<file path="src/hdl/atou_pkg.sv">
// shared types and constants for the ascii to unsigned parser
`timescale 1ns / 1ps
`default_nettype none

package atou_pkg;

    localparam int CHAR_W  = 8;
    localparam int BASE_W  = 5;
    localparam int DIGIT_W = 4;

    // character codes
    localparam logic [CHAR_W-1:0] CH_NUL   = 8'h00;
    localparam logic [CHAR_W-1:0] CH_TAB   = 8'h09;
    localparam logic [CHAR_W-1:0] CH_SPACE = 8'h20;
    localparam logic [CHAR_W-1:0] CH_ZERO  = 8'h30;
    localparam logic [CHAR_W-1:0] CH_NINE  = 8'h39;
    localparam logic [CHAR_W-1:0] CH_UC_A  = 8'h41;
    localparam logic [CHAR_W-1:0] CH_UC_F  = 8'h46;
    localparam logic [CHAR_W-1:0] CH_UC_X  = 8'h58;
    localparam logic [CHAR_W-1:0] CH_LC_A  = 8'h61;
    localparam logic [CHAR_W-1:0] CH_LC_F  = 8'h66;
    localparam logic [CHAR_W-1:0] CH_LC_X  = 8'h78;

    // radix codes
    localparam logic [BASE_W-1:0] BASE_AUTO = 5'd0;
    localparam logic [BASE_W-1:0] BASE_DEC  = 5'd10;
    localparam logic [BASE_W-1:0] BASE_HEX  = 5'd16;
    localparam logic [DIGIT_W-1:0] HEX_LETTER_OFS = 4'd10;

    // parse phase of the back end
    typedef enum logic [1:0] {
        PH_SKIP,
        PH_ZERO,
        PH_DIGITS,
        PH_DRAIN
    } t_phase;

    // classified character as it travels through the queue
    typedef struct packed {
        logic               is_nul;
        logic               is_blank;
        logic               is_zero;
        logic               is_x;
        logic               is_hex;
        logic [DIGIT_W-1:0] digit;
    } t_char_class;

endpackage

`default_nettype wire

</file>
<file path="src/hdl/atou_front.sv">
// front end: character classifier and two-entry request queue
`timescale 1ns / 1ps
`default_nettype none

module atou_front (
    input  wire                        i_clk,
    input  wire                        i_rst_n,
    input  wire                        i_valid,
    output logic                       o_ready,
    input  wire  [atou_pkg::CHAR_W-1:0] i_char,
    output logic                       o_q_valid,
    output atou_pkg::t_char_class      o_q_item,
    input  wire                        i_q_pop
);
    import atou_pkg::*;

    localparam int DEPTH = 2;
    localparam int PTR_W = $clog2(DEPTH);
    localparam int CNT_W = $clog2(DEPTH + 1);

    t_char_class            cls;
    t_char_class            r_slot [DEPTH];
    logic [PTR_W-1:0]       r_wr_ptr, n_wr_ptr;
    logic [PTR_W-1:0]       r_rd_ptr, n_rd_ptr;
    logic [CNT_W-1:0]       r_count,  n_count;
    logic                   push;
    logic                   is_dec, is_lc, is_uc;

    // classify
    always_comb begin
        is_dec = (i_char >= CH_ZERO) && (i_char <= CH_NINE);
        is_lc  = (i_char >= CH_LC_A) && (i_char <= CH_LC_F);
        is_uc  = (i_char >= CH_UC_A) && (i_char <= CH_UC_F);
        cls.is_nul   = (i_char == CH_NUL);
        cls.is_blank = (i_char == CH_SPACE) || (i_char == CH_TAB);
        cls.is_zero  = (i_char == CH_ZERO);
        cls.is_x     = (i_char == CH_LC_X) || (i_char == CH_UC_X);
        cls.is_hex   = is_dec || is_lc || is_uc;
        priority if (is_lc) begin
            cls.digit = DIGIT_W'(i_char - CH_LC_A) + HEX_LETTER_OFS;
        end else if (is_uc) begin
            cls.digit = DIGIT_W'(i_char - CH_UC_A) + HEX_LETTER_OFS;
        end else begin
            cls.digit = DIGIT_W'(i_char - CH_ZERO);
        end
    end

    assign o_ready   = (r_count != CNT_W'(DEPTH));
    assign push      = i_valid && o_ready;
    assign o_q_valid = (r_count != '0);
    assign o_q_item  = r_slot[r_rd_ptr];

    always_comb begin
        n_wr_ptr = push    ? r_wr_ptr + 1'b1 : r_wr_ptr;
        n_rd_ptr = i_q_pop ? r_rd_ptr + 1'b1 : r_rd_ptr;
        n_count  = r_count + CNT_W'(push) - CNT_W'(i_q_pop);
    end

    always_ff @(posedge i_clk) begin
        if (!i_rst_n) begin
            r_wr_ptr <= '0;
            r_rd_ptr <= '0;
            r_count  <= '0;
        end else begin
            r_wr_ptr <= n_wr_ptr;
            r_rd_ptr <= n_rd_ptr;
            r_count  <= n_count;
        end
    end

    always_ff @(posedge i_clk) begin
        if (push) begin
            r_slot[r_wr_ptr] <= cls;
        end
    end

endmodule

`default_nettype wire

</file>
<file path="src/hdl/atou_back.sv">
// back end: parse state machine, multiply-accumulate and result register
`timescale 1ns / 1ps
`default_nettype none

module atou_back #(
    parameter int VALUE_BITS  = 32,
    parameter int OFFSET_BITS = 8
) (
    input  wire                         i_clk,
    input  wire                         i_rst_n,
    input  wire  [atou_pkg::BASE_W-1:0] i_number_base,
    input  wire                         i_q_valid,
    input  atou_pkg::t_char_class       i_q_item,
    output logic                        o_q_pop,
    output logic                        o_valid,
    input  wire                         i_ready,
    output logic [VALUE_BITS-1:0]       o_value,
    output logic [OFFSET_BITS-1:0]      o_offset,
    output logic [atou_pkg::BASE_W-1:0] o_base,
    output logic                        o_wrapped
);
    import atou_pkg::*;

    localparam int MUL_W = VALUE_BITS + BASE_W;

    function automatic logic [OFFSET_BITS-1:0] sat_inc(input logic [OFFSET_BITS-1:0] v);
        sat_inc = (v == '1) ? v : v + 1'b1;
    endfunction

    t_phase                  r_phase, n_phase;
    logic [VALUE_BITS-1:0]   r_acc,   n_acc;
    logic [BASE_W-1:0]       r_base,  n_base;
    logic [OFFSET_BITS-1:0]  r_off,   n_off;
    logic                    r_ovf,   n_ovf;
    logic                    r_out_valid, n_out_valid;
    logic [VALUE_BITS-1:0]   r_out_value;
    logic [OFFSET_BITS-1:0]  r_out_offset;
    logic [BASE_W-1:0]       r_out_base;
    logic                    r_out_wrapped;

    logic                    pop, emit, do_take, digit_ok, wrap;
    logic [BASE_W-1:0]       base_sel;
    logic [VALUE_BITS-1:0]   acc_in;
    logic [OFFSET_BITS-1:0]  off_in;
    logic                    ovf_in;
    logic [MUL_W-1:0]        mac;

    // a result slot that is empty or being emptied lets the next request through
    assign pop     = i_q_valid && (!r_out_valid || i_ready);
    assign o_q_pop = pop;

    always_comb begin
        // radix and running values seen by the digit step
        unique case (r_phase)
            PH_SKIP:   base_sel = (i_number_base == BASE_AUTO) ? BASE_DEC : i_number_base;
            PH_ZERO:   base_sel = BASE_DEC;
            default:   base_sel = r_base;
        endcase
        acc_in   = (r_phase == PH_SKIP) ? '0   : r_acc;
        ovf_in   = (r_phase == PH_SKIP) ? 1'b0 : r_ovf;
        off_in   = (r_phase == PH_ZERO) ? sat_inc(r_off) : r_off;
        digit_ok = i_q_item.is_hex && ({1'b0, i_q_item.digit} < base_sel);
        mac      = MUL_W'(acc_in) * MUL_W'(base_sel) + MUL_W'(i_q_item.digit);
        wrap     = |mac[MUL_W-1:VALUE_BITS];

        n_phase = r_phase;
        n_acc   = r_acc;
        n_base  = r_base;
        n_off   = r_off;
        n_ovf   = r_ovf;
        emit    = 1'b0;
        do_take = 1'b0;

        if (pop) begin
            unique case (r_phase)
                PH_SKIP: begin
                    if (i_q_item.is_blank) begin
                        n_off = sat_inc(r_off);
                    end else if (i_number_base == BASE_AUTO && i_q_item.is_zero) begin
                        n_acc   = '0;
                        n_ovf   = 1'b0;
                        n_phase = PH_ZERO;
                    end else begin
                        do_take = 1'b1;
                    end
                end
                PH_ZERO: begin
                    if (i_q_item.is_x) begin
                        n_base  = BASE_HEX;
                        n_off   = sat_inc(sat_inc(r_off));
                        n_phase = PH_DIGITS;
                    end else begin
                        do_take = 1'b1;
                    end
                end
                PH_DIGITS: begin
                    do_take = 1'b1;
                end
                PH_DRAIN: begin
                    if (i_q_item.is_nul) begin
                        n_phase = PH_SKIP;
                        n_acc   = '0;
                        n_base  = '0;
                        n_off   = '0;
                        n_ovf   = 1'b0;
                    end
                end
            endcase
        end

        if (do_take) begin
            if (digit_ok) begin
                n_acc   = mac[VALUE_BITS-1:0];
                n_ovf   = ovf_in | wrap;
                n_off   = sat_inc(off_in);
                n_base  = base_sel;
                n_phase = PH_DIGITS;
            end else begin
                emit = 1'b1;
                if (i_q_item.is_nul) begin
                    n_phase = PH_SKIP;
                    n_acc   = '0;
                    n_base  = '0;
                    n_off   = '0;
                    n_ovf   = 1'b0;
                end else begin
                    n_phase = PH_DRAIN;
                end
            end
        end

        if (emit) begin
            n_out_valid = 1'b1;
        end else if (i_ready) begin
            n_out_valid = 1'b0;
        end else begin
            n_out_valid = r_out_valid;
        end
    end

    always_ff @(posedge i_clk) begin
        if (!i_rst_n) begin
            r_phase     <= PH_SKIP;
            r_acc       <= '0;
            r_base      <= '0;
            r_off       <= '0;
            r_ovf       <= 1'b0;
            r_out_valid <= 1'b0;
        end else begin
            r_phase     <= n_phase;
            r_acc       <= n_acc;
            r_base      <= n_base;
            r_off       <= n_off;
            r_ovf       <= n_ovf;
            r_out_valid <= n_out_valid;
        end
    end

    always_ff @(posedge i_clk) begin
        if (emit) begin
            r_out_value   <= acc_in;
            r_out_offset  <= off_in;
            r_out_base    <= base_sel;
            r_out_wrapped <= ovf_in;
        end
    end

    assign o_valid   = r_out_valid;
    assign o_value   = r_out_value;
    assign o_offset  = r_out_offset;
    assign o_base    = r_out_base;
    assign o_wrapped = r_out_wrapped;

endmodule

`default_nettype wire

</file>
<file path="src/hdl/ascii_to_unsigned_parser_unit.sv">
// top level of the ascii to unsigned parser: base register, front and back ends
// throughput: one character per clock unless a result waits untaken; the back end runs one multiply-add per cycle
// result: the back end registers it in the output slot when it pops the terminating character
// the two-entry queue lets the front take up to two more characters while a result waits
// reset: synchronous active low; clears parse phase, counters, queue and base (auto)
`timescale 1ns / 1ps
`default_nettype none

module ascii_to_unsigned_parser_unit #(
    parameter int VALUE_BITS  = 32,
    parameter int OFFSET_BITS = 8,
    parameter int DATA_W      = ((VALUE_BITS + OFFSET_BITS + atou_pkg::BASE_W + 1 + 7) / 8) * 8
) (
    input  wire                         i_clk,
    input  wire                         i_rst_n,
    // character requests
    input  wire                         i_s_axis_tvalid,
    output logic                        o_s_axis_tready,
    input  wire  [atou_pkg::CHAR_W-1:0] i_s_axis_tdata,   // char_code
    // parse results
    output logic                        o_m_axis_tvalid,
    input  wire                         i_m_axis_tready,
    output logic [DATA_W-1:0]           o_m_axis_tdata,   // parsed_value, end_offset, used_base, wrapped, zero pad
    // base register
    input  wire                         i_cfg_wr_en,
    input  wire  [atou_pkg::BASE_W-1:0] i_cfg_wr_data     // number_base
);
    import atou_pkg::*;

    // number_base register, zero means auto-detect
    logic [BASE_W-1:0]      r_number_base;

    // queue between front and back
    logic                   q_valid;
    logic                   q_pop;
    t_char_class            q_item;

    // result fields
    logic [VALUE_BITS-1:0]  res_value;
    logic [OFFSET_BITS-1:0] res_offset;
    logic [BASE_W-1:0]      res_base;
    logic                   res_wrapped;

    always_ff @(posedge i_clk) begin
        if (!i_rst_n) begin
            r_number_base <= BASE_AUTO;
        end else if (i_cfg_wr_en) begin
            r_number_base <= i_cfg_wr_data;
        end
    end

    // front: classify each character and queue it
    atou_front u_front (
        .i_clk     (i_clk),
        .i_rst_n   (i_rst_n),
        .i_valid   (i_s_axis_tvalid),
        .o_ready   (o_s_axis_tready),
        .i_char    (i_s_axis_tdata),
        .o_q_valid (q_valid),
        .o_q_item  (q_item),
        .i_q_pop   (q_pop)
    );

    // back: walk the parse phases and hold the result until taken
    atou_back #(
        .VALUE_BITS  (VALUE_BITS),
        .OFFSET_BITS (OFFSET_BITS)
    ) u_back (
        .i_clk         (i_clk),
        .i_rst_n       (i_rst_n),
        .i_number_base (r_number_base),
        .i_q_valid     (q_valid),
        .i_q_item      (q_item),
        .o_q_pop       (q_pop),
        .o_valid       (o_m_axis_tvalid),
        .i_ready       (i_m_axis_tready),
        .o_value       (res_value),
        .o_offset      (res_offset),
        .o_base        (res_base),
        .o_wrapped     (res_wrapped)
    );

    // pack fields from the lowest bit up, zero fill to whole bytes
    assign o_m_axis_tdata = DATA_W'({res_wrapped, res_base, res_offset, res_value});

endmodule

`default_nettype wire

</file>
<file path="config.mk">
export PLATFORM = sky130hd
export DESIGN_NAME = ascii_to_unsigned_parser_unit
export DESIGN_NICKNAME = d
export VERILOG_FILES = /design/src/hdl/atou_pkg.sv /design/src/hdl/atou_front.sv /design/src/hdl/atou_back.sv /design/src/hdl/ascii_to_unsigned_parser_unit.sv
export SDC_FILE = /design/constraint.sdc
export NUM_CORES = 1
export LEC_CHECK = 0
export BUFFER_PORTS_ARGS = -buffer_cell sky130_fd_sc_hd__buf_2
export CORE_ASPECT_RATIO = 2
export CORE_MARGIN = 1
export CORE_UTILIZATION = 45
export CTS_BUF_LIST = sky130_fd_sc_hd__clkbuf_16
export DETAILED_ROUTE_END_ITERATION = 10
export PLACE_DENSITY = 0.66
export SLEW_MARGIN = 0
export SYNTH_ARGS = -nofsm -noshare
export SYNTH_HDL_FRONTEND = slang
export SYNTH_HIERARCHICAL = 1
export SYNTH_SLANG_ARGS = --single-unit
</file>
<file path="constraint.sdc">
create_clock -name i_clk -period 5.1 [get_ports i_clk]
set_input_delay 0.51 -clock i_clk [delete_from_list [all_inputs] [get_ports i_clk]]
set_output_delay 0.51 -clock i_clk [all_outputs]
set_load 0.01 [all_outputs]
</file>
==> Yosys cells after proc, flatten, opt, wreduce, memory -nomap -nowiden <==
Memories as Yosys holds them, arrays and structs flattened. A register that Yosys moved wholly into a read port is not among the register bits.
Index checks and enable logic that the tools add are counted.
{ "word_totals": {"reg_bits": 104, "mem_bits_rw": 18, "input_bits": 18, "output_inout_bits": 50, "elab_cells": 138, "memories": 1} }
{ "mem_list": {"columns": ["memory", "depth", "word_bits", "rd", "rd_ports_with_merged_regs", "wr", "line", "source"], "rows": [
  ["u_front.r_slot", 2, 9, 1, 1, 1, "atou_front.sv:22", "t_char_class r_slot [DEPTH];"]
]} }
{ "op_classes": {"add_sub_neg": 13, "mul": 1, "n_lt_le_gt_ge": 7, "eq_ne": 16, "mux": 63, "bitwise_logic": 1, "reduce_logical": 22} }
{ "op_table": {"columns": ["cell", "count"], "rows": [
  ["$mux W32", 8],
  ["$mux W8", 11],
  ["$pmux W32 S2", 1],
  ["$add A37 B4 Y37", 1],
  ["$mul A32 B5 Y37", 1],
  ["$mux W5", 7],
  ["$add A8 B1 Y8 const B", 3],
  ["$eq A8 B8 Y1 const B", 3],
  ["$pmux W8 S3", 1],
  ["$mux W1", 20],
  ["$pmux W5 S2", 2],
  ["$eq A8 B6 Y1 const B", 2],
  ["$eq A8 B7 Y1 const B", 2],
  ["$ge A8 B7 Y1 const B", 2],
  ["$le A8 B7 Y1 const B", 2],
  ["$mux W2", 8],
  ["$ne A3 B2 Y1 const B", 4],
  ["$sub A4 B1 Y4 const B", 3],
  ["$add A4 B4 Y4 const B", 2],
  ["$eq A8 B4 Y1 const B", 1],
  ["$ge A8 B6 Y1 const B", 1],
  ["$le A8 B6 Y1 const B", 1],
  ["$logic_not A8 Y1", 1],
  ["$mux W4", 2],
  ["other kinds (20)", 34]
]} }

==> Logic depth before layout (Yosys ltp) <==
Gate-level depths: netlist of run 1.
{ "logic_depth": {"depth_word": 10, "ltp_mapped": 23} }

==> Hierarchy <==
Netlist of run 1, hierarchy kept.
{ "by_module_without_submodules": {"columns": ["mod", "n_inst", "cells_per_inst", "area_each_um2", "seq_area_each_um2"], "rows": [
  ["atou_back", 1, 1243, 10538.9, 2362.3],
  ["atou_front", 1, 88, 1122.3, 640.6],
  ["ascii_to_unsigned_parser_unit", 1, 20, 219.0, 100.1]
]} }

==> Worst setup path before layout of run 1 <==
OpenSTA, ideal clock, no wires.
{ "synth_path": {"path_kind": "flip-flop to flip-flop", "start": "register u_back.r_phase[0]", "end": "register u_back.r_ovf", "arrival_time_ns": 5.214, "required_ns": 4.973, "setup_slack_ns": -0.242, "stages_incl_launch_ff": 23, "path_buffers": 3, "synth_period_minus_slack_ns": 5.342, "path_cell_list": "dfxtp_1 inv_1 ha_1 clkbuf_1 clkbuf_1 clkbuf_1 nand2b_1 nor2_1 fa_1 fa_1 inv_1 fa_1 inv_1 ha_1 o211a_1 a21oi_2 o31ai_2 a2111o_1 nand2_1 a41oi_1 o41ai_1 a41o_1 a311oi_1"} }
{ "synth_via": {"elab_chain_cells": 8} }
{ "synth_rtl": {"columns": ["item", "line", "source"], "rows": [
  ["from (decl)", "atou_back.sv:30", "t_phase r_phase, n_phase;"],
  ["from (signal assigned)", "atou_back.sv:150", "r_phase <= n_phase;"],
  ["$eq A2 B1 Y1 or $logic_not A2 Y1 (tied branches)", null, null],
  ["$pmux W5 S2 or $mux W32 (tied branches)", "atou_back.sv:54, atou_back.sv:59", null],
  ["$mul A32 B5 Y37", "atou_back.sv:63", "mac = MUL_W'(acc_in) * MUL_W'(base_sel) + MUL_W'(i_q_item.digit);"],
  ["$add A37 B4 Y37", "atou_back.sv:63", null],
  ["$reduce_or A5 Y1", "atou_back.sv:64", "wrap = |mac[MUL_W-1:VALUE_BITS];"],
  ["$or A1 B1 Y1", "atou_back.sv:114", "n_ovf = ovf_in | wrap;"],
  ["$mux W1", "atou_back.sv:112", "if (digit_ok) begin"],
  ["$mux W1 *", "atou_back.sv:111", "if (do_take) begin"],
  ["to (signal assigned)", "atou_back.sv:154", "r_ovf <= n_ovf;"],
  ["to (decl)", "atou_back.sv:34", "logic r_ovf, n_ovf;"]
]} }
Every way passes the cells marked *; elsewhere a longest branch is shown, timed or not.
A chain may end at the register's enable or synchronous reset.

==> Worst setup path in the final report of run 1 <==
Ends and elaborated chain as after synthesis.

==> results of run 1 <==
-- where the power goes --
group	internal, W	total, W	switching [W]
logic	0.000818	0.00209	0.00127
registers	0.00130	0.00140	0.0000997
clock network	0.000726	0.00123	0.000508
-- sequential cells by signal (all words and copies together) (netlist names), 2 cells and up, named ones only --
| name | count |
|---|---|
| u_back/r_base | 5 |
| u_back/o_base | 5 |
| u_back/o_offset | 8 |
| u_back/r_off | 8 |
| r_number_base | 5 |
| u_front/r_count | 2 |
| u_back/r_phase | 2 |
| u_back/o_value | 32 |
| u_front/r_slot | 18 |
| u_back/r_acc | 32 |
-- placed cells by master, fill, tap and decap left out, drive strengths merged, types with 16 or more instances in the layout --
master	instances
nor3	19
edfxtp	64
buf	170
dfxtp	59
xnor2	25
and3	79
xor2	16
a21oi	50
nand2b	43
a22oi	36
nor2	109
nor2b	47
clkbuf	20
o21ai	50
ha	90
nand2	70
fa	94
inv	213
nand3	22
mux2	16
and2	50
-- cell type report --
cell class	instances	area, um2
tap	340	425
clock buffer	17	425
multi-input combinational	963	8260
fill	2379	11300
inverter	206	778
sequential	123	3110
timing repair buffer	173	1290
clock inverter	15	160
-- what timing repair did --
action / in CTS / in global routing
cloned: 0 / 5
setup endpoints to repair: 9 / 15
pin swaps: 3 / 59
buffers inserted: 1 / 15
resized for setup: 13 / 91
-- final timing paths --
kind | start | cells after the start | to | slack [ns]
max | u_back/r_phase[0]$_SDFFE_PN0P_ | 18 | u_back/r_ovf$_SDFF_PN0_ | 0.15
min | i_cfg_wr_data[2] | 3 | r_number_base[2]$_SDFFE_PN0P_ | 0.33
max reg2reg | u_back/r_phase[0]$_SDFFE_PN0P_ | 18 | u_back/r_ovf$_SDFF_PN0_ | 0.15
min reg2reg | u_front/r_rd_ptr$_SDFFE_PN0P_ | 2 | u_front/r_rd_ptr$_SDFFE_PN0P_ | 0.51
-- per-layer routing --
metal  vias up  track usage  wire length (um)
li1       4810            -                 -
met1      4990        0.233             11100
met2       274        0.498             19000
met3       139       0.0368              1020
met4         0        0.176              2420
met5         -            0                 0
-- tightest hold or removal path, cell delays in order --
cell and delay, ns:
buf_2 0.08, mux2i_1 0.06, nor2b_1 0.09
-- cell families after synthesis --
kind of cell / after synthesis
multiplexers: 25
AND/OR/NAND/NOR: 475
other: 1
buffers and inverters: 266
AO/OA/AOI/OAI: 236
flip-flops: 123
XOR/XNOR: 41
adder cells (fa/ha/maj): 184
-- stage by stage --
stage / power (W) / std cells / hold slack [ns]
after CTS: 0.00454 / 1817 / 0.306
after global placement: 0.00322 / 1784 / 0.490
final: 0.00472 / 1837 / 0.332
after floorplan: 0.00251 / 1352 / 0.467
after detailed placement: 0.00325 / 1784 / 0.502
after global routing: 0.00496 / 1837 / 0.332
==> impl_metrics.toml, run 1 <==
[status]
outcome = "completed"

[yosys]
synthAdderAreaFrac = 0.253
ys_ff_latch = 123
synthCells = 1351
ys_warn_count = 6
yosys.area_share.simple = 0.213
postSynthAreaPerCell_um2 = 8.79
synth-compound-area-share = 0.131
yosysSeqAreaShare = 0.261
synth_async_sr_flop_share = 0
muxShareOfSynthArea = 0.0231
yosys.area.top_type_share = 0.162
ys_types = 73
synth_flop_cell = "edfxtp_1"
synth_top_cell_by_area = "edfxtp_1"
synth-edff-count = 64
synthTopCellsByArea = "edfxtp_1 16%, fa_1 16%, dfxtp_1 9.9%"
synth_top_family_by_area = "adder cells"
synth_top_cells_by_count = "206 x inv_1, 108 x nor2_1, 94 x fa_1"
yosys.area_share.xor_xnor = 0.0302
synth.most_common_cell = "inv_1"
syn_area_um2 = 11900

[routing]
via_per_inst = 5.56
wire_per_inst_um = 18.3
dr.pass1.iters = 5
routed_wirelength_um = 33600
drt-initial-drc-count = 421
ant_nets = 0
vias = 10200
remaining_drc_errors = 0

[critical_path]
crit_required_ns = 5.45
critical-path-max-stage-delay_ns = 0.54
worst-path-buf-inv = 3
crit_path_end_kind = "flop"
path_cells = "inv_4 -> ha_4 -> nor2_4 -> buf_12 -> clkbuf_16 -> and3_1 -> fa_1 -> fa_1 -> fa_1 -> ha_1 -> and2_2 -> and3_1 -> a221oi_2 -> a31oi_2 -> nor3_2 -> xor2_1 -> and3_1 -> a311oi_1"
path_class = "flop to flop"
crit_arrival_ns = 5.30
cpMaxStageDelayCell = "fa_1"
worst_setup_path_start_kind = "flop"
critPathTopFamily = "adder cells"
path_max_fanout = 9

[clocking]
hold_buffers = 0
cts_tree = "yes"
root_buffer = "clkbuf_16"
clock_sinks = 123
ctsLongestPathBuffers = 2
cts_inserted_buffers = 17
clock_latency_ns = 0.46
clk_pin_slew_ns = 0.06
htreeDepth = 4

[layout]
fin_util = 0.561
areaGrowthSynthToFinish_pct = 21.6
nNetsFinal = 1686
antenna_cells = 0
stdcell_area_um2 = 14500
drive_gt1_frac = 0.212

[die]
die_h_um = 232
fp.dieW_um = 117
boundaryPins = 68
start_util = 0.461
core_um2 = 25800
dieArea_um2 = 27100
num_rows = 83

[placed_design]
place_area_um2 = 13100
dp_slack_ns = -0.207
portBuffers = 65
dp_hpwl_um = 25800
place_congestion = 0.921

[global_routing]
grt_pass1_wl_um = 51700
grt_max_degree = 48
grtUsageTotal = 0.256
antenna_found_initial = 0
first_global_vias = 10600
gr-total-overflow = 0

[pwr]
ir_drop_mv = 0.372
power_density_nw_per_um2 = 327
leakage_nw = 6.95

[timing]
slew_viol_final = 0
relSlewSlack = 0.245
skew_ns = 0.0197
setup_viol = 0
final-hold-violation-count = 0
fmax_ghz = 0.202
max_slew.worst_pin.slew_ns = 1.13
layout_setup_ws_ns = 0.147
final.setup.tns_ns = 0
final.period_utilization = 0.971
min_period_ns = 4.95

[min_path]
hp-class = "primary input to flop"

[job]
drv_cap = 0
Power figures use the tool's default switching activity.
==> run 2: changes to the inputs <==
--- a/config.mk
+++ b/config.mk
@@ -7,4 +7,5 @@
 export LEC_CHECK = 0
 export BUFFER_PORTS_ARGS = -buffer_cell sky130_fd_sc_hd__buf_2
+export CAP_MARGIN = 25
 export CORE_ASPECT_RATIO = 2
 export CORE_MARGIN = 1
@@ -12,5 +13,5 @@
 export CTS_BUF_LIST = sky130_fd_sc_hd__clkbuf_16
 export DETAILED_ROUTE_END_ITERATION = 10
-export PLACE_DENSITY = 0.66
+export PLACE_DENSITY = 0.64
 export SLEW_MARGIN = 0
 export SYNTH_ARGS = -nofsm -noshare
==> constraint.sdc (replaced) <==
create_clock -name i_clk -period 6.2 [get_ports i_clk]
set_input_delay 1.55 -clock i_clk [delete_from_list [all_inputs] [get_ports i_clk]]
set_output_delay 1.55 -clock i_clk [all_outputs]
set_load 0.01 [all_outputs]
==> impl_metrics.toml, run 2 (synthesized netlist as in run 1, its figures left out) <==
[status]
outcome = "completed"

[timing]
final-hold-violation-count = 0
rsz0062_at_grt = "false"
min_period_ns = 5.59
slew_viol_final = 0
skew_ns = 0.00960
max_slew.worst_pin.slew_ns = 0.865
final.period_utilization = 0.901
final.setup.tns_ns = 0
setup_viol = 0
relSlewSlack = 0.418
fmax_ghz = 0.179

[global_routing]
grtUsageTotal = 0.256
first_global_vias = 10400
gr-total-overflow = 0
antenna_found_initial = 0
grt_pass1_wl_um = 51700
grt_max_degree = 48

[layout]
stdcell_area_um2 = 13100
drive_gt1_frac = 0.103
nNetsFinal = 1594
fillerInstances = 2562
mostFrequentLayoutCell = "inv_1"
antenna_cells = 0
areaGrowthSynthToFinish_pct = 10.3
multi_input_area_um2 = 7740
layout_common_cells = "205 x inv_1, 107 x nor2_1, 94 x fa_1, 90 x ha_1, 79 x and3_1"
regArea_um2 = 3100

[placed_design]
place_area_um2 = 12500
portBuffers = 65
place_congestion = 0.904
dp_hpwl_um = 24800

[critical_path]
crit_required_ns = 6.56
crit_arrival_ns = 5.94
path_class = "flop to flop"
crit_path_end_kind = "flop"
worst_setup_path_start_kind = "flop"
reg2reg_from = "u_back/r_phase[1]$_SDFFE_PN0P_"
cp-startpoint = "u_back/r_phase[1]$_SDFFE_PN0P_"
path_max_fanout = 29

[clocking]
cts_resized = 0
cts_inserted_buffers = 17
cts_tree = "yes"
ctsLongestPathBuffers = 2
root_buffer = "clkbuf_16"
hold_buffers = 0
clock_sinks = 123
clock_latency_ns = 0.44
post-cts-setup-buffers = 0
clk_pin_slew_ns = 0.07
htreeDepth = 4

[min_path]
hp-class = "flop to flop"
hold_path_startpoint = "u_back/o_valid$_SDFFE_PN0P_"

[pwr]
netSwitchingFraction = 0.410
p_clk_frac = 0.286
leakage_nw = 6.47
power_density_nw_per_um2 = 272
p_int_w = 0.00210
power_frac_comb = 0.394
seqPwrFrac = 0.321
p_sw_w = 0.00146
ir_drop_mv = 0.195

[routing]
vias = 9782
dr.pass1.iters = 5
wire_per_inst_um = 18.5
ant_nets = 0
via_per_inst = 5.61
drt-initial-drc-count = 324
remaining_drc_errors = 0
routed_wirelength_um = 32300

[die]
core_um2 = 25800
boundaryPins = 68
num_rows = 83
fp.dieW_um = 117
die_h_um = 232
start_util = 0.461
dieArea_um2 = 27100

[job]
drv_cap = 0
run 2: per-stage QoR:
stage / setup WS, ns / std cells / util / hold slack (ns) / total power [W]
2_1_floorplan: 0.858 / 1352 / - / 0.467 / 0.00205
3_3_place_gp: 0.796 / 1713 / 0.486 / 0.494 / 0.00253
3_5_place_dp: 0.652 / 1713 / 0.486 / 0.495 / 0.00256
4_1_cts: 0.681 / 1745 / 0.509 / 0.517 / 0.00359
5_1_grt: 0.226 / 1745 / 0.509 / 0.547 / 0.00377
6_report: 0.611 / 1745 / 0.509 / 0.510 / 0.00356
run 2: layer usage:
metal	global-route usage	wire length, um	vias to the layer above
met5	0	0	-
met4	0.197	2350	0
met3	0.0342	956	139
met2	0.487	18400	271
met1	0.235	10600	4759
li1	-	-	4613
run 2: power by group through the flow:
stage / Sequential, W / Combinational [W] / Clock, W
floorplan: 0.00118 / 0.000869 / 0
global placement: 0.00116 / 0.00138 / 0
detailed placement: 0.00116 / 0.00140 / 0
CTS: 0.00114 / 0.00140 / 0.00104
global route: 0.00116 / 0.00154 / 0.00107
finish: 0.00114 / 0.00140 / 0.00102
run 2: worst paths after layout:
check                                                   end  slack, ns  cells past startpoint
worst max-delay path                u_back/r_ovf$_SDFF_PN0_       0.61                     20
worst min-delay path            u_back/o_valid$_SDFFE_PN0P_       0.51                      2
worst max register to register      u_back/r_ovf$_SDFF_PN0_       0.61                     20
worst min register to register  u_back/o_valid$_SDFFE_PN0P_       0.51                      2
run 2: worst max-delay path: stages, from the launching register on:
cell      delay (ns)
dfxtp_1         0.40
inv_1           0.11
ha_1            0.29
nor3_2          0.30
buf_12          0.25
nor2_1          0.09
fa_1            0.49
fa_1            0.55
inv_1           0.06
fa_1            0.54
inv_1           0.04
ha_1            0.38
a21oi_1         0.25
inv_1           0.06
o31ai_1         0.38
nand3_1         0.25
a31oi_1         0.35
o221ai_1        0.20
mux2i_1         0.15
and3_1          0.17
a311oi_1        0.19
run 2: final cells by class:
cell class	instances	share of cell area
clock inverter	15	0.0126
tap	340	0.0325
timing repair buffer	81	0.0359
clock buffer	17	0.0325
multi-input combinational	963	0.591
sequential	123	0.237
inverter	206	0.0590
